[src/rtl/core/fix_message_deframer_unit_defines.svh]
// ----------------------------------------------------------------------------
// fix_message_deframer_unit_defines
// Assertion macros used by the deframer parser.
// ----------------------------------------------------------------------------
`ifndef FIX_MESSAGE_DEFRAMER_UNIT_DEFINES_SVH
`define FIX_MESSAGE_DEFRAMER_UNIT_DEFINES_SVH

// Property that must hold at every clock edge out of reset.
`define FMD_ASSERT(label, prop, msg) \
  label: assert property (@(posedge clk_i) disable iff (!rst_ni) (prop)) \
    else $error(msg);

// Antecedent in this cycle implies consequent in the next one.
`define FMD_ASSERT_NEXT(label, ante, cons, msg) \
  label: assert property (@(posedge clk_i) disable iff (!rst_ni) \
    (ante) |=> (cons)) else $error(msg);

`endif

[src/rtl/core/fmd_pkg.sv]
// ----------------------------------------------------------------------------
// fmd_pkg
// Types and constants for the tag=value message deframer.
// ----------------------------------------------------------------------------
package fmd_pkg;

  localparam int unsigned LENGTH_WIDTH_DEF = 20;
  localparam int unsigned TAG_WIDTH_DEF    = 20;

  // fixed widths of the result fields and the limit register
  localparam int unsigned OUT_W   = 20;
  localparam int unsigned LIMIT_W = 20;
  localparam int unsigned CFG_IDX_W  = 2;
  localparam int unsigned CFG_DATA_W = LIMIT_W;

  localparam logic [7:0] SOH_BYTE   = 8'h01;
  localparam logic [7:0] EQ_BYTE    = 8'h3D;
  localparam logic [7:0] EIGHT_BYTE = 8'h38;
  localparam logic [7:0] ZERO_BYTE  = 8'h30;
  localparam logic [7:0] NINE_BYTE  = 8'h39;

  typedef enum logic [2:0] {
    EV_VALUE     = 3'd0,
    EV_FIELD_END = 3'd1,
    EV_MSG_OK    = 3'd2,
    EV_BAD_SUM   = 3'd3,
    EV_BAD_LEN   = 3'd4,
    EV_OVER_LIM  = 3'd5,
    EV_MALFORMED = 3'd6
  } event_e;

  typedef enum logic [2:0] {
    PH_HUNT  = 3'b001,
    PH_TAG   = 3'b010,
    PH_VALUE = 3'b100
  } phase_e;

  typedef enum logic [3:0] {
    HS_TAG8 = 4'b0001,
    HS_TAG9 = 4'b0010,
    HS_BODY = 4'b0100,
    HS_CSUM = 4'b1000
  } hdr_step_e;

  typedef enum logic [CFG_IDX_W-1:0] {
    CFG_SUM_EN = 2'd0,
    CFG_LEN_EN = 2'd1,
    CFG_LIMIT  = 2'd2
  } cfg_index_e;

  typedef struct packed {
    logic               sum_en;
    logic               len_en;
    logic [LIMIT_W-1:0] limit;
  } cfg_t;

  typedef struct packed {
    logic             valid;
    event_e           ev;
    logic [OUT_W-1:0] tag;
    logic [7:0]       data;
    logic [OUT_W-1:0] bytes;
    logic [7:0]       sum;
  } res_t;

endpackage

[src/rtl/core/fmd_cfg_regs.sv]
// ----------------------------------------------------------------------------
// fmd_cfg_regs
// Configuration register bank of the deframer.
// ----------------------------------------------------------------------------
module fmd_cfg_regs (
  input  logic                             clk_i,
  input  logic                             rst_ni,
  input  logic                             cfg_valid_i,
  output logic                             cfg_ready_o,
  input  logic [fmd_pkg::CFG_IDX_W-1:0]    cfg_index_i,
  input  logic [fmd_pkg::CFG_DATA_W-1:0]   cfg_data_i,
  output fmd_pkg::cfg_t                    cfg_o
);

  fmd_pkg::cfg_t cfg_d, cfg_q;

  assign cfg_ready_o = 1'b1;

  always_comb begin
    cfg_d = cfg_q;
    if (cfg_valid_i) begin
      unique case (cfg_index_i)
        fmd_pkg::CFG_SUM_EN: cfg_d.sum_en = cfg_data_i[0];
        fmd_pkg::CFG_LEN_EN: cfg_d.len_en = cfg_data_i[0];
        fmd_pkg::CFG_LIMIT:  cfg_d.limit  = cfg_data_i[fmd_pkg::LIMIT_W-1:0];
        default: ;  // unmapped index, word dropped
      endcase
    end
  end

  always_ff @(posedge clk_i or negedge rst_ni) begin
    if (!rst_ni) begin
      cfg_q.sum_en <= 1'b1;
      cfg_q.len_en <= 1'b1;
      cfg_q.limit  <= '0;
    end else begin
      cfg_q <= cfg_d;
    end
  end

  assign cfg_o = cfg_q;

endmodule

[src/rtl/core/fmd_parser.sv]
// ----------------------------------------------------------------------------
// fmd_parser
// Per-byte tag/value parser: state registers and next-state logic.
// ----------------------------------------------------------------------------
`include "fix_message_deframer_unit_defines.svh"

module fmd_parser #(
  parameter int unsigned LENGTH_WIDTH = fmd_pkg::LENGTH_WIDTH_DEF,
  parameter int unsigned TAG_WIDTH    = fmd_pkg::TAG_WIDTH_DEF
) (
  input  logic          clk_i,
  input  logic          rst_ni,
  input  logic          in_accept_i,
  input  logic [7:0]    in_byte_i,
  input  fmd_pkg::cfg_t cfg_i,
  output fmd_pkg::res_t res_o
);

  localparam int unsigned LW = LENGTH_WIDTH;
  localparam int unsigned TW = TAG_WIDTH;
  localparam int unsigned CW = (LW > fmd_pkg::LIMIT_W) ? LW : fmd_pkg::LIMIT_W;

  fmd_pkg::phase_e    phase_d, phase_q;
  fmd_pkg::hdr_step_e step_d, step_q;
  logic [TW-1:0]      tag_d, tag_q;
  logic               has_digit_d, has_digit_q;
  logic [LW-1:0]      num_d, num_q;
  logic [LW-1:0]      decl_d, decl_q;
  logic [7:0]         rsum_d, rsum_q;
  logic [7:0]         fsum_d, fsum_q;
  logic [LW-1:0]      body_d, body_q;
  logic [LW-1:0]      fbody_d, fbody_q;
  logic [LW-1:0]      bcnt_d, bcnt_q;
  logic               last_soh_d, last_soh_q;

  logic          is_soh, is_digit, is_eq;
  logic [3:0]    dval;
  logic [TW+3:0] tag_ext, tag_mul;
  logic [LW+3:0] num_ext, num_mul;
  logic [TW-1:0] tag_sat;
  logic [LW-1:0] num_sat;
  logic [LW-1:0] bcnt_inc, body_inc;
  logic          over_limit;
  logic          begin_fld;

  assign is_soh   = (in_byte_i == fmd_pkg::SOH_BYTE);
  assign is_eq    = (in_byte_i == fmd_pkg::EQ_BYTE);
  assign is_digit = (in_byte_i >= fmd_pkg::ZERO_BYTE) && (in_byte_i <= fmd_pkg::NINE_BYTE);
  // ASCII digits sit at 0x30..0x39, so the low nibble is the digit value
  assign dval     = in_byte_i[3:0];

  // acc*10 + d, saturated when it spills past the register width
  assign tag_ext = {4'b0000, tag_q};
  assign tag_mul = (tag_ext << 3) + (tag_ext << 1) + {{TW{1'b0}}, dval};
  assign tag_sat = (tag_mul[TW+3:TW] != 4'b0000) ? {TW{1'b1}} : tag_mul[TW-1:0];

  assign num_ext = {4'b0000, num_q};
  assign num_mul = (num_ext << 3) + (num_ext << 1) + {{LW{1'b0}}, dval};
  assign num_sat = (num_mul[LW+3:LW] != 4'b0000) ? {LW{1'b1}} : num_mul[LW-1:0];

  assign bcnt_inc = (bcnt_q == {LW{1'b1}}) ? bcnt_q : bcnt_q + 1'b1;
  assign body_inc = (body_q == {LW{1'b1}}) ? body_q : body_q + 1'b1;

  assign over_limit = (cfg_i.limit != '0) && (CW'(num_q) > CW'(cfg_i.limit));

  always_comb begin
    phase_d     = phase_q;
    step_d      = step_q;
    tag_d       = tag_q;
    has_digit_d = has_digit_q;
    num_d       = num_q;
    decl_d      = decl_q;
    rsum_d      = rsum_q;
    fsum_d      = fsum_q;
    body_d      = body_q;
    fbody_d     = fbody_q;
    bcnt_d      = bcnt_q;
    last_soh_d  = is_soh;
    begin_fld   = 1'b0;

    res_o.valid = 1'b0;
    res_o.ev    = fmd_pkg::EV_VALUE;
    res_o.data  = 8'h00;

    unique case (phase_q)
      fmd_pkg::PH_HUNT: begin
        if (last_soh_q && (in_byte_i == fmd_pkg::EIGHT_BYTE)) begin
          step_d      = fmd_pkg::HS_TAG8;
          phase_d     = fmd_pkg::PH_TAG;
          decl_d      = '0;
          body_d      = '0;
          bcnt_d      = LW'(1);
          rsum_d      = in_byte_i;
          fsum_d      = 8'h00;
          fbody_d     = '0;
          num_d       = '0;
          tag_d       = TW'(8);
          has_digit_d = 1'b1;
        end
      end

      fmd_pkg::PH_TAG: begin
        bcnt_d = bcnt_inc;
        rsum_d = rsum_q + in_byte_i;
        if ((step_q == fmd_pkg::HS_BODY) || (step_q == fmd_pkg::HS_CSUM)) begin
          body_d = body_inc;
        end
        priority if (is_digit) begin
          tag_d       = tag_sat;
          has_digit_d = 1'b1;
        end else if (is_eq && has_digit_q &&
                     !((step_q == fmd_pkg::HS_TAG8) && (tag_q != TW'(8))) &&
                     !((step_q == fmd_pkg::HS_TAG9) && (tag_q != TW'(9)))) begin
          phase_d = fmd_pkg::PH_VALUE;
          num_d   = '0;
          if (((step_q == fmd_pkg::HS_BODY) || (step_q == fmd_pkg::HS_CSUM)) &&
              (tag_q == TW'(10))) begin
            step_d = fmd_pkg::HS_CSUM;
          end
        end else begin
          phase_d     = fmd_pkg::PH_HUNT;
          res_o.valid = 1'b1;
          res_o.ev    = fmd_pkg::EV_MALFORMED;
        end
      end

      fmd_pkg::PH_VALUE: begin
        bcnt_d = bcnt_inc;
        rsum_d = rsum_q + in_byte_i;
        if ((step_q == fmd_pkg::HS_BODY) || (step_q == fmd_pkg::HS_CSUM)) begin
          body_d = body_inc;
        end
        res_o.valid = 1'b1;
        if (!is_soh) begin
          // length and checksum values must be decimal
          if (((step_q == fmd_pkg::HS_TAG9) || (step_q == fmd_pkg::HS_CSUM)) && !is_digit) begin
            phase_d  = fmd_pkg::PH_HUNT;
            res_o.ev = fmd_pkg::EV_MALFORMED;
          end else begin
            if ((step_q == fmd_pkg::HS_TAG9) || (step_q == fmd_pkg::HS_CSUM)) begin
              num_d = num_sat;
            end
            res_o.ev   = fmd_pkg::EV_VALUE;
            res_o.data = in_byte_i;
          end
        end else begin
          unique case (step_q)
            fmd_pkg::HS_TAG8: begin
              res_o.ev  = fmd_pkg::EV_FIELD_END;
              step_d    = fmd_pkg::HS_TAG9;
              begin_fld = 1'b1;
            end
            fmd_pkg::HS_TAG9: begin
              decl_d = num_q;
              if (over_limit) begin
                phase_d  = fmd_pkg::PH_HUNT;
                res_o.ev = fmd_pkg::EV_OVER_LIM;
              end else begin
                res_o.ev  = fmd_pkg::EV_FIELD_END;
                step_d    = fmd_pkg::HS_BODY;
                begin_fld = 1'b1;
              end
            end
            fmd_pkg::HS_BODY: begin
              res_o.ev  = fmd_pkg::EV_FIELD_END;
              begin_fld = 1'b1;
            end
            default: begin
              // checksum field closed: checksum first, then body length
              phase_d = fmd_pkg::PH_HUNT;
              priority if (cfg_i.sum_en && (fsum_q != num_q[7:0])) begin
                res_o.ev = fmd_pkg::EV_BAD_SUM;
              end else if (cfg_i.len_en && (fbody_q != decl_q)) begin
                res_o.ev = fmd_pkg::EV_BAD_LEN;
              end else begin
                res_o.ev = fmd_pkg::EV_MSG_OK;
              end
            end
          endcase
        end
      end

      default: phase_d = fmd_pkg::PH_HUNT;
    endcase

    if (begin_fld) begin
      phase_d     = fmd_pkg::PH_TAG;
      tag_d       = '0;
      has_digit_d = 1'b0;
      num_d       = '0;
      fsum_d      = rsum_d;
      fbody_d     = body_d;
    end

    res_o.tag   = fmd_pkg::OUT_W'(tag_q);
    res_o.bytes = fmd_pkg::OUT_W'(bcnt_d);
    res_o.sum   = fsum_q;
  end

  always_ff @(posedge clk_i or negedge rst_ni) begin
    if (!rst_ni) begin
      phase_q     <= fmd_pkg::PH_HUNT;
      step_q      <= fmd_pkg::HS_TAG8;
      tag_q       <= '0;
      has_digit_q <= 1'b0;
      num_q       <= '0;
      decl_q      <= '0;
      rsum_q      <= '0;
      fsum_q      <= '0;
      body_q      <= '0;
      fbody_q     <= '0;
      bcnt_q      <= '0;
      last_soh_q  <= 1'b1;
    end else if (in_accept_i) begin
      phase_q     <= phase_d;
      step_q      <= step_d;
      tag_q       <= tag_d;
      has_digit_q <= has_digit_d;
      num_q       <= num_d;
      decl_q      <= decl_d;
      rsum_q      <= rsum_d;
      fsum_q      <= fsum_d;
      body_q      <= body_d;
      fbody_q     <= fbody_d;
      bcnt_q      <= bcnt_d;
      last_soh_q  <= last_soh_d;
    end
  end

  // verdicts and errors always drop back to hunting
  `FMD_ASSERT_NEXT(a_verdict_hunts,
    in_accept_i && res_o.valid && (res_o.ev != fmd_pkg::EV_VALUE) &&
    (res_o.ev != fmd_pkg::EV_FIELD_END),
    phase_q == fmd_pkg::PH_HUNT, "verdict did not return to hunting")
  `FMD_ASSERT(a_data_zero,
    !res_o.valid || (res_o.ev == fmd_pkg::EV_VALUE) || (res_o.data == 8'h00),
    "data byte set on a non-value word")
  `FMD_ASSERT(a_count_live,
    (phase_q == fmd_pkg::PH_HUNT) || (bcnt_q != '0),
    "byte count zero inside a message")

endmodule

[src/rtl/core/fmd_out_reg.sv]
// ----------------------------------------------------------------------------
// fmd_out_reg
// Result register between the parser and the output stream.
// ----------------------------------------------------------------------------
module fmd_out_reg (
  input  logic          clk_i,
  input  logic          rst_ni,
  input  logic          load_i,
  input  fmd_pkg::res_t res_i,
  input  logic          m_tready_i,
  output logic          free_o,
  output fmd_pkg::res_t res_o
);

  logic          valid_d, valid_q;
  fmd_pkg::res_t pay_q;

  // slot may be refilled in the cycle it is drained
  assign free_o = !valid_q || m_tready_i;

  always_comb begin
    valid_d = valid_q;
    if (load_i) begin
      valid_d = 1'b1;
    end else if (m_tready_i) begin
      valid_d = 1'b0;
    end
  end

  always_ff @(posedge clk_i or negedge rst_ni) begin
    if (!rst_ni) begin
      valid_q <= 1'b0;
    end else begin
      valid_q <= valid_d;
    end
  end

  always_ff @(posedge clk_i) begin
    if (load_i) begin
      pay_q <= res_i;
    end
  end

  always_comb begin
    res_o       = pay_q;
    res_o.valid = valid_q;
  end

endmodule

[src/rtl/core/fix_message_deframer_unit.sv]
// ----------------------------------------------------------------------------
// fix_message_deframer_unit
// Streaming deframer for SOH-delimited tag=value messages.
//
// Bytes enter on the s_axis channel, one word per byte. Each byte updates the
// parser state in the cycle it is accepted; a byte that gives a result puts
// it into the output register, seen on m_axis in the next cycle. Results are
// value bytes, field ends and one verdict per message (ok, bad checksum,
// bad length, over limit, malformed). Throughput is one byte per cycle while
// the output register is free; the loop that sets it is the parser state update.
// s_axis_tready_o is high whenever the output register is empty or is being
// taken, so a stalled receiver holds back input only while a result waits.
// While a result waits, every byte is held, even one that gives no result.
// The cfg channel is always ready; write it only while the block is idle.
// Reset puts the parser into hunting for an '8' at stream start, enables
// both checks and clears the length limit. No clearing pass is needed.
// ----------------------------------------------------------------------------
module fix_message_deframer_unit #(
  parameter int unsigned LENGTH_WIDTH = fmd_pkg::LENGTH_WIDTH_DEF,
  parameter int unsigned TAG_WIDTH    = fmd_pkg::TAG_WIDTH_DEF
) (
  input  logic                           clk_i,
  input  logic                           rst_ni,
  // in_byte[7:0]
  input  logic                           s_axis_tvalid_i,
  output logic                           s_axis_tready_o,
  input  logic [7:0]                     s_axis_tdata_i,
  // field_tag[19:0], data_byte[27:20], message_bytes[47:28], sum_computed[55:48]
  output logic                           m_axis_tvalid_o,
  input  logic                           m_axis_tready_i,
  output logic [55:0]                    m_axis_tdata_o,
  // event_res[2:0]
  output logic [2:0]                     m_axis_tuser_o,
  input  logic                           cfg_valid_i,
  output logic                           cfg_ready_o,
  input  logic [fmd_pkg::CFG_IDX_W-1:0]  cfg_index_i,
  input  logic [fmd_pkg::CFG_DATA_W-1:0] cfg_data_i
);

  fmd_pkg::cfg_t cfg;
  fmd_pkg::res_t res_new, res_out;
  logic          in_accept;
  logic          out_free;

  assign s_axis_tready_o = out_free;
  assign in_accept       = s_axis_tvalid_i && out_free;

  fmd_cfg_regs u_cfg (
    .clk_i       (clk_i),
    .rst_ni      (rst_ni),
    .cfg_valid_i (cfg_valid_i),
    .cfg_ready_o (cfg_ready_o),
    .cfg_index_i (cfg_index_i),
    .cfg_data_i  (cfg_data_i),
    .cfg_o       (cfg)
  );

  fmd_parser #(
    .LENGTH_WIDTH (LENGTH_WIDTH),
    .TAG_WIDTH    (TAG_WIDTH)
  ) u_parser (
    .clk_i       (clk_i),
    .rst_ni      (rst_ni),
    .in_accept_i (in_accept),
    .in_byte_i   (s_axis_tdata_i),
    .cfg_i       (cfg),
    .res_o       (res_new)
  );

  fmd_out_reg u_out (
    .clk_i      (clk_i),
    .rst_ni     (rst_ni),
    .load_i     (in_accept && res_new.valid),
    .res_i      (res_new),
    .m_tready_i (m_axis_tready_i),
    .free_o     (out_free),
    .res_o      (res_out)
  );

  assign m_axis_tvalid_o = res_out.valid;
  assign m_axis_tuser_o  = res_out.ev;
  assign m_axis_tdata_o  = {res_out.sum, res_out.bytes, res_out.data, res_out.tag};

endmodule

[config.mk]
export PLATFORM = sky130hd
export DESIGN_NAME = fix_message_deframer_unit
export DESIGN_NICKNAME = d
export VERILOG_FILES = /design/src/rtl/core/fmd_pkg.sv /design/src/rtl/core/fmd_cfg_regs.sv /design/src/rtl/core/fmd_parser.sv /design/src/rtl/core/fmd_out_reg.sv /design/src/rtl/core/fix_message_deframer_unit.sv
export VERILOG_INCLUDE_DIRS = /design/src /design/src/rtl/core
export SDC_FILE = /design/constraint.sdc
export NUM_CORES = 1
export LEC_CHECK = 0
export BUFFER_PORTS_ARGS = -buffer_cell sky130_fd_sc_hd__buf_2
export CAP_MARGIN = 40
export CELL_PAD_IN_SITES_DETAIL_PLACEMENT = 0
export CELL_PAD_IN_SITES_GLOBAL_PLACEMENT = 1
export CORE_MARGIN = 5
export CORE_UTILIZATION = 30
export DETAILED_ROUTE_END_ITERATION = 6
export PLACE_DENSITY = 0.64
export RECOVER_POWER = 50
export SETUP_SLACK_MARGIN = 0.05
export SLEW_MARGIN = 20
export SYNTH_ARGS = -nofsm -noshare
export SYNTH_HDL_FRONTEND = slang
export SYNTH_SLANG_ARGS = --single-unit
[constraint.sdc]
create_clock -name clk_i -period 10.49 [get_ports clk_i]
set_clock_uncertainty 0.1 [all_clocks]
set_input_delay 0.5245 -clock clk_i [delete_from_list [all_inputs] [get_ports clk_i]]
set_output_delay 0.5245 -clock clk_i [all_outputs]
set_load 0.05 [all_outputs]
==> results of run 1 <==
-- worst max-delay path, cell delays in order --
cell and delay [ns]:
dlygate4sd3_1 0.53, clkbuf_1 1.85, clkbuf_1 1.52, clkbuf_1 1.50
-- cells in the final DEF, fill, tap and decap left out, types with 20 or more instances in the layout --
cell type / n
o21ai_0: 123
nand4_1: 29
clkbuf_16: 28
dfrtp_1: 163
xnor2_1: 41
nor2_1: 79
nor3_1: 30
a22o_1: 25
clkbuf_1: 69
buf_2: 40
inv_1: 38
nand3_1: 29
xor2_1: 24
nand2_1: 216
mux2_2: 42
a21o_1: 20
ha_1: 107
a21oi_1: 54
edfxtp_1: 59
a31oi_1: 20
-- registers in the layout, indices dropped and copies added, names as in the netlist --
signal                count
u_parser.last_soh_q       1
u_parser.step_q           4
u_parser.num_q           20
u_cfg.cfg_o              22
u_parser.decl_q          20
u_parser.phase_q          3
u_out.res_o              59
u_parser.has_digit_q      1
u_out.valid_q             1
u_parser.fsum_q           8
u_parser.bcnt_q          20
u_parser.fbody_q         20
u_parser.tag_q           20
u_parser.body_q          20
u_parser.rsum_q           8
-- cells by family (layout without fill, tap and decap cells) --
family / Yosys count / in the layout / share of synthesized area
AO/OA/AOI/OAI: 337 / 337 / 0.162
buffers and inverters: 91 / 205 / 0.0267
XOR/XNOR: 65 / 65 / 0.0427
AND/OR/NAND/NOR: 484 / 484 / 0.170
other: 1 / 1 / 0.000281
adder cells (fa/ha/maj): 112 / 112 / 0.108
flip-flops: 227 / 227 / 0.449
multiplexers: 50 / 50 / 0.0415
-- area by class of cell --
cell class | instances | area (um^2)
timing repair buffer | 117 | 572
clock buffer | 39 | 762
clock inverter | 11 | 173
multi-input combinational | 1049 | 7010
tap | 592 | 741
inverter | 38 | 143
sequential | 227 | 5980
fill | 4592 | 28700
-- per-layer routing --
metal | up-vias | global-route usage | share of wire
met3 | 55 | 0.0273 | 0.048
met4 | 0 | 0.0376 | 0.026
li1 | 5179 | - | -
met2 | 217 | 0.233 | 0.45
met1 | 5106 | 0.205 | 0.48
met5 | - | 0 | 0
-- metrics by stage --
step	std cells	instance area [um^2]	power, W
floorplan	1367	13300	0.00209
global placement	2017	14500	0.00240
detailed placement	2020	14500	0.00242
CTS	2071	15500	0.00344
global route	2073	15400	0.00363
finish	2073	15400	0.00340
-- power by group through the flow --
stage               Sequential (W)  Clock, W  Combinational, W
finish                     0.00128  0.000995           0.00113
global route               0.00131   0.00106           0.00126
CTS                        0.00128   0.00102           0.00113
detailed placement         0.00129         0           0.00113
global placement           0.00129         0           0.00111
floorplan                  0.00134         0          0.000752
-- worst min path at each step --
stage                          from                    to  slack, ns  depth (start not counted)
2_1_floorplan                rst_ni        u_cfg.cfg_o[0]       0.13                          0
6_report              cfg_data_i[7]        u_cfg.cfg_o[7]       0.11                          2
3_3_place_gp   u_parser.has_digit_q  u_parser.has_digit_q       0.37                          2
4_1_cts               cfg_data_i[7]        u_cfg.cfg_o[7]       0.08                          2
5_1_grt              cfg_data_i[17]       u_cfg.cfg_o[17]       0.09                          2
3_5_place_dp    u_parser.last_soh_q   u_parser.last_soh_q       0.38                          2
-- repair_timing --
item	CTS	global route
endpoints found under the setup margin	0	0
endpoints found under the hold margin	41	0
hold buffers	1	0
buffers inserted	0	0
==> results.md, run 1 <==
- The flow ran to the end, but the final reports show violations.
- The final reports fail on max-capacitance violations, max-slew violations.
- Of the total power, the clock network draws 0.293.
- The number of nets produced by synthesis is ~1,500.
- The share of synthesized area in the top cell type comes to 0.306.
- The tightest hold path in the finished design has a slack of around 0.11 ns.
- The core region is ~44,000 um^2.
- The number of global-route vias before repair is ~10,000.
- After synthesis, the netlist uses 73 different library cells.
- From left edge to right edge, the die measures approximately 220 um.
- The cell type contributing the most total cell area after synthesis is dfrtp_1.
- The number of clock sinks is 227.
- The endpoint of the worst-slack reg-to-reg timing path is u_parser.num_q[17].
- The switching power summed over all nets is around 0.0013 W.
- The worst min-delay path category is in2reg.
- The detailed router finished its first iteration with between 500 and 600 violations.
- The cell with the most instances after synthesis is nand2_1.
- Of the total power, registers draw 0.376.
- The pin count of the biggest net entering global routing is ~60.
- In this run the vertical extent of the chip is 221 um.
- The wire length reported by the detailed router is ~37 mm.
- Data on the critical path arrives at its endpoint at approximately 6.0 ns.
- The estimated wirelength of the detail-placed design is about 26 mm.
- The number of nets in the final layout is approximately 1,600.
- By area the synthesized netlist is led by dfrtp_1 (31%), edfxtp_1 (13%), ha_1 (10%).
- Following the worst setup path forward leads to its endpoint at u_parser.decl_q[0].
- The final hold violation count is 0.
- Once the clock tree was built, the resizer swapped 0 gates to a different size.
- The maximum root-to-sink buffer count is 3.
- In this run the power density over the cells is 221 nW/um^2.
- At the end of the flow the core is filled with cells to 0.349.
- The most common flop cell mapped by yosys is dfrtp_1.
- The tool flagged a number of max-cap violations equal to 5.
- The endpoint class of the critical path is an asynchronous set/reset pin.
- STA puts the critical path data required time at between 10 and 15 ns.
- The number of CTS-inserted buffers is 28.
- The latest clock arrival within the worst-skew pair is between 0.5 and 0.6 ns.
- The kind of critical path is in2async.
- The number of antenna violations at the first check in global routing was 0.
- The net switching fraction of the power is 0.381.
- In the finished design, the share of the clock period the worst path needs comes to 0.553.
- The repair_antennas step left the layout with diodes totalling 0.
- Row generation in the floorplan step produced just under 80 rows.
- The final setup violation count is 0.
- The max-slew violation total from the final report is about 220.
- The slew at the pin closest to its max-slew limit is between 3 and 4 ns.
- The share of synthesized area occupied by flip-flops and latches is 0.449.
- Of the total power, combinational logic draws 0.331.
- The critical path starts at rst_ni.
- The peak ir drop on the vdd network is between 0.0001 and 0.00015 V.
- The final critical-path required period is around 5.8 ns.
- Counting flops with an async set or reset pin after synthesis yields a share of 0.740.
- The antenna violation net count after detailed routing is 0.
- The relative max-transition margin is -1.20.
- The ratio of routed vias to standard cells is approximately 5.
- The worst setup slack after placement is 6.39 ns.
- Clock-pin slew was measured on the worst setup and hold paths at 0.05 ns.
- The area added between synthesis and finish is 15.4%.
- The count of unresolved DRC violations after routing is 0.
- The number of flip-flops and latches in the synthesized netlist is approximately 230.
- The detailed-route wire length per cell is 17.7 um.
- The clock tree from TritonCTS is yes.
- Summed over all layers, the global routing overflow is 0.
- Summed over all cells, the static leakage comes to roughly 6.9 nW.
- The launching point of the worst reg2reg path is u_parser.num_q[2].
- In this run the number of H-tree levels came out at 1.
- Sorting the synthesized cells by how often they occur yields nand2_1 (216), dfrtp_1 (163), o21ai_0 (123).
- The global router's overall resource usage is 0.146.
- The post-route setup TNS is 0 ns.
- The die covers about 50,000 um^2.
- Based on the critical path, the design can be clocked at up to around 170 MHz.
- Along the worst path, the maximum fanout reaches 45.
- The count of TritonRoute iterations in the first routing pass is 5.
- At the end of routability-driven placement, the weighted congestion stood at about 0.8.
- Setup repair after global routing left no endpoint under its margin.
- The number of ports placed on the die boundary is 97.
- Internal power comes to roughly 0.0021 W.
- The synthesized netlist cell count is around 1,400.
- The port buffer count is 95.
- The first global-routing pass estimated 59.1 mm of wire.
- The post-synthesis average cell area is about 9.8 um^2.
- In the post-route analysis, the smallest setup slack over all paths is about 4.7 ns.
- The share of layout cells above drive strength 1 is 0.111.
- The category of the worst setup path launch point is a primary input.
- The number of cell instances on the worst register-to-register path is 11.
- The total number of vias is about 11,000.
- In this run the register-to-register setup slack is 6.65 ns.
- The Yosys step of the flow raised 0 warnings.
- The root buffer cell chosen for the clock tree is clkbuf_16.
- Summing every instance area after synthesis gives about 13,000 um^2.
- Counting flops with a built-in enable in the synthesized netlist gives just under 60.
- The effective utilization at floorplan is 0.302.
No activity file was read; power rests on OpenSTA's default activity.
==> run 2: changes to the inputs <==
- ABC_AREA: unset -> 1
- PLACE_DENSITY: 0.64 -> 0.66
- clock period: 10.49 -> 5.8 ns (I/O delays scaled with it)
==> run 2 against run 1 <==
Compared with the run above: the flow still finishes with violations (max-capacitance violations, max-slew violations); worst setup slack got worse by 2.7 ns; critical path depth unchanged; synthesized cell count increased by 39%; count of clock-buffer cells in the layout decreased by 6; final cell count increased by 30%; flip-flop and latch count unchanged; via count increased by 24%; clock power increased by 87%.
==> results.md, run 2 <==
- The flow ran to the end, but the final reports show violations.
- The final reports fail on max-capacitance violations, max-slew violations.
- The number of cell instances on the worst register-to-register path is 11 (unchanged).
- The wire length of the first global-routing pass is 72.6 mm (+23%).
- The path with the worst hold slack has its endpoint at u_cfg.cfg_o[21].
- The data arrival time of the worst path is 4.40 ns (-1.57 ns).
- For the finished layout, the period the worst path requires is 3.76 ns.
- The achievable clock frequency is about 270 MHz.
- The number of buffers inserted by post-CTS setup repair came to 0 (unchanged).
- The port buffer count is 95 (unchanged).
- The max-capacitance violation count came to 2 (-3).
- The number of nets in the final layout is 2,163 (+35%).
- The number of flip-flops under the largest register name is 59 (unchanged).
- The count of TritonRoute iterations in the first routing pass is 5 (unchanged).
- The synthesized netlist cell count came to 1,903 (+39%).
- The area enclosed by the die boundary came to 53,800 um^2 (+10%).
- The clock tree from TritonCTS is yes.
- The violation count after the first detailed-route iteration was 1,116 (+100%).
- The worst setup slack after placement came to 2.32 ns (-4.06 ns).
- The effective utilization at floorplan is 0.303 (+0.000385).
- The number of H-tree levels was 1 (unchanged).
- The share of synthesized area occupied by flip-flops and latches is 0.405 (-0.0439).
- The cell row count is 81 (+5.2%).
- The share of async-settable or async-resettable flops after synthesis is 0.740 (unchanged).
- The largest fanout on the critical path came to 58 (+29%).
- The number of clock sinks was 227 (unchanged).
- The worst register-to-register path begins at u_parser.tag_q[19].
- The number of distinct standard cells referenced by the synthesized netlist is 56 (-23%).
- The share of synthesized cell area in full adder, half adder and majority cells is 0.0974 (-0.0106).
- The number of CTS-inserted buffers is 27 (-3.6%).
- The number of antenna violations at the first check in global routing was 0 (unchanged).
- The area inside the core boundary is 48,800 um^2 (+11%).
- The buffer type at the clock tree root is clkbuf_16.
- Setup repair after global routing left no endpoint under its margin.
- The placer congestion estimate came to 0.895 (+11%).
- The worst setup margin was 2.04 ns (-2.65 ns).
- By area, the combinational part of the netlist is dominated by simple AND/OR/NAND/NOR gates.
- The relative max-transition margin is -1.40 (-0.198).
- The cell area after synthesis is 14,800 um^2 (+11%).
- In the post-synthesis netlist, the cell with the most instances is nand2_1.
- The estimated wirelength of the detail-placed design is 33.9 mm (+29%).
- The peak ir drop on the vdd network is 0.000157 V (+34%).
- Among all flip-flop cells after synthesis, the most frequent one is dfrtp_1.
- The library cell used most frequently in the layout, excluding fill and tap cells, is nand2_1.
- The number of ports placed on the die boundary came to 97 (unchanged).
- The power density relative to cell area is 349 nW/um^2 (+58%).
- The pin count of the biggest net entering global routing is 82 (+39%).
- The endpoint class of the critical path is an asynchronous set/reset pin.
- The final hold violation count is 0 (unchanged).
- The internal reg-to-reg setup slack is 2.28 ns (-4.37 ns).
- The post-route setup TNS is 0 ns (unchanged).
- The simple logic cell fraction of the synthesized area is 0.286 (+0.116).
- The ratio of routed vias to standard cells is 4.86 (-4.6%).
- The latest clock arrival within the worst-skew pair is 0.56 ns (-0.02 ns).
- The area share of the largest cell type after synthesis is 0.276 (-0.0299).
- The wire length reported by the detailed router is 45.7 mm (+25%).
- The complex-gate fraction of the synthesized area is 0.110 (-0.0522).
- In this run the most critical hold path is launched from cfg_index_i[0].
- The detailed-route wire length per cell was 16.9 um (-4.4%).
- The leakage power figure is 8.30 nW (+20%).
- The share of layout cells above drive strength 1 is 0.0771 (-0.0336).
- The post-synthesis average cell area is 7.77 um^2 (-20%).
- The final setup violation count is 0 (unchanged).
- The number of cells on the worst hold path was 4 (+2).
- The number of global-route vias before repair is 12,700 (+22%).
- The count of unresolved DRC violations after routing is 0 (unchanged).
- The max-slew violation total from the final report is 100 (-54%).
- The global router's overall resource usage came to 0.167 (+0.0207).
- The kind of critical path is in2async.
- The antenna violation net count after detailed routing is 0 (unchanged).
- In the layout the commonest cells are nand2_1 (551), inv_1 (167), dfrtp_1 (163).
- The required arrival time at the worst endpoint was 6.44 ns (-4.22 ns).
- The final non-filler cell area is 17,100 um^2 (+11%).
- The worst setup path is launched from a primary input.
- The cell type contributing the most total cell area after synthesis is dfrtp_1.
- The min-delay analysis places its worst path in the category in2reg.
- Sorting the synthesized cells by area gives the leading types as dfrtp_1 (28%), nand2_1 (14%), edfxtp_1 (12%).
- The placed standard-cell area is 16,000 um^2 (+10%).
- The number of nets produced by synthesis is 2,050 (+35%).
- The number of flip-flops and latches in the synthesized netlist is 227 (unchanged).
- The post-synthesis share of cell area spent on xor and xnor gates came to 0.0367 (-0.00596).
- The floorplan die height is 232 um (+5.0%).
- The maximum root-to-sink buffer count is 3 (unchanged).
- The total number of vias is 13,100 (+24%).
- The mux contribution to synthesized area is 0 (-0.0415).
- The synthesis warning total came to 0 (unchanged).
- The slew at the pin closest to its max-slew limit came to 3.60 ns (+0.297 ns).
- The clock input transition at the sequential cells of the worst setup and hold paths is 0.06 ns (about the same).
- In the finished design, the share of the clock period the worst path needs comes to 0.649.
- Compared with the post-synthesis result, the final layout area differs by 15.7%.
- The count of flip-flops with a built-in enable after synthesis is 59 (unchanged).
- By count the netlist is led by nand2_1 (551), inv_1 (169), dfrtp_1 (163).
- The remaining global-route overflow is 0 (unchanged).
- The worst register-to-register path ends at u_out.res_o[55].
- The die boundary width is 232 um (+5.0%).
run 2: changes by cell type in the layout (fill, tap and decap cells not counted), sizes merged, moves of 16 or more:
cell / before / now
mux2: 42 / 0
nand3: 29 / 156
nor2: 80 / 167
nor4: 20 / 4
a22o: 25 / 0
nand2: 216 / 556
inv: 39 / 186
and3: 17 / 0
dlygate4sd3: 1 / 24
a21oi: 56 / 93
and2: 19 / 0
run 2: logic make-up (layout without fill, tap and decap cells):
| kind of cell | count (synthesis) | in the layout |
|---|---|---|
| and+or+nand+nor | 973 | 973 |
| DFF | 227 | 227 |
| other | 1 | 2 |
| xor gates and xnor gates | 62 | 62 |
| buffers and inverters | 236 | 369 |
| adders and majority gates | 112 | 112 |
| AOI/OAI and AO/OA | 292 | 292 |
run 2: final cells by class:
type	instances	area, um^2
clock buffers	33	759
diodes	1	2.50
flip-flops and latches	227	5980
well taps	664	831
clock inverters	16	204
repair buffers	135	782
inverters	185	694
fillers	5234	31700
multi-input cells	1440	7850
run 2: through the flow:
stage	hold WS (ns)	util	cells	power (W)
finish	0.0214	0.350	2701	0.00597
global route	0.0485	0.350	2700	0.00633
CTS	0.000130	0.352	2700	0.00603
detailed placement	0.218	0.327	2627	0.00413
global placement	0.223	0.326	2624	0.00410
floorplan	-0.106	-	1903	0.00356
run 2: what timing repair did:
action | 4_1_cts | 5_1_grt
hold buffers | 24 | 0
hold endpoints to repair | 74 | 0
resized for setup | 0 | 0
run 2: power breakdown:
part	total [W]	switching, W	internal [W]	leakage [nW]
clock	0.00186	0.000743	0.00111	0.472
combinational	0.00196	0.00141	0.000546	5.04
sequential	0.00215	0.000221	0.00193	2.79
run 2: worst max path at each step:
stage,start,endpoint,slack [ns],cells past startpoint
after floorplan,u_out.valid_q,u_out.res_o[0],2.13,7
after global placement,u_parser.phase_q[0],u_parser.num_q[18],2.18,9
after detailed placement,u_parser.tag_q[19],u_out.res_o[33],2.32,11
after CTS,u_parser.tag_q[19],u_out.res_o[51],2.30,11
after global routing,rst_ni,u_parser.num_q[2],1.33,3
final,rst_ni,u_parser.body_q[8],2.04,4
run 2: worst max-delay path, stage by stage:
cell and delay (ns):
dlygate4sd3_1 0.52, clkbuf_1 2.51, buf_4 0.68, buf_16 0.28
run 2: layer usage:
layer	part of all wire	GRT usage	up-vias
met3	0.040	0.0190	47
met5	0	0	-
met1	0.49	0.242	6227
met4	0.016	0.0318	0
li1	-	-	6587
met2	0.45	0.271	260
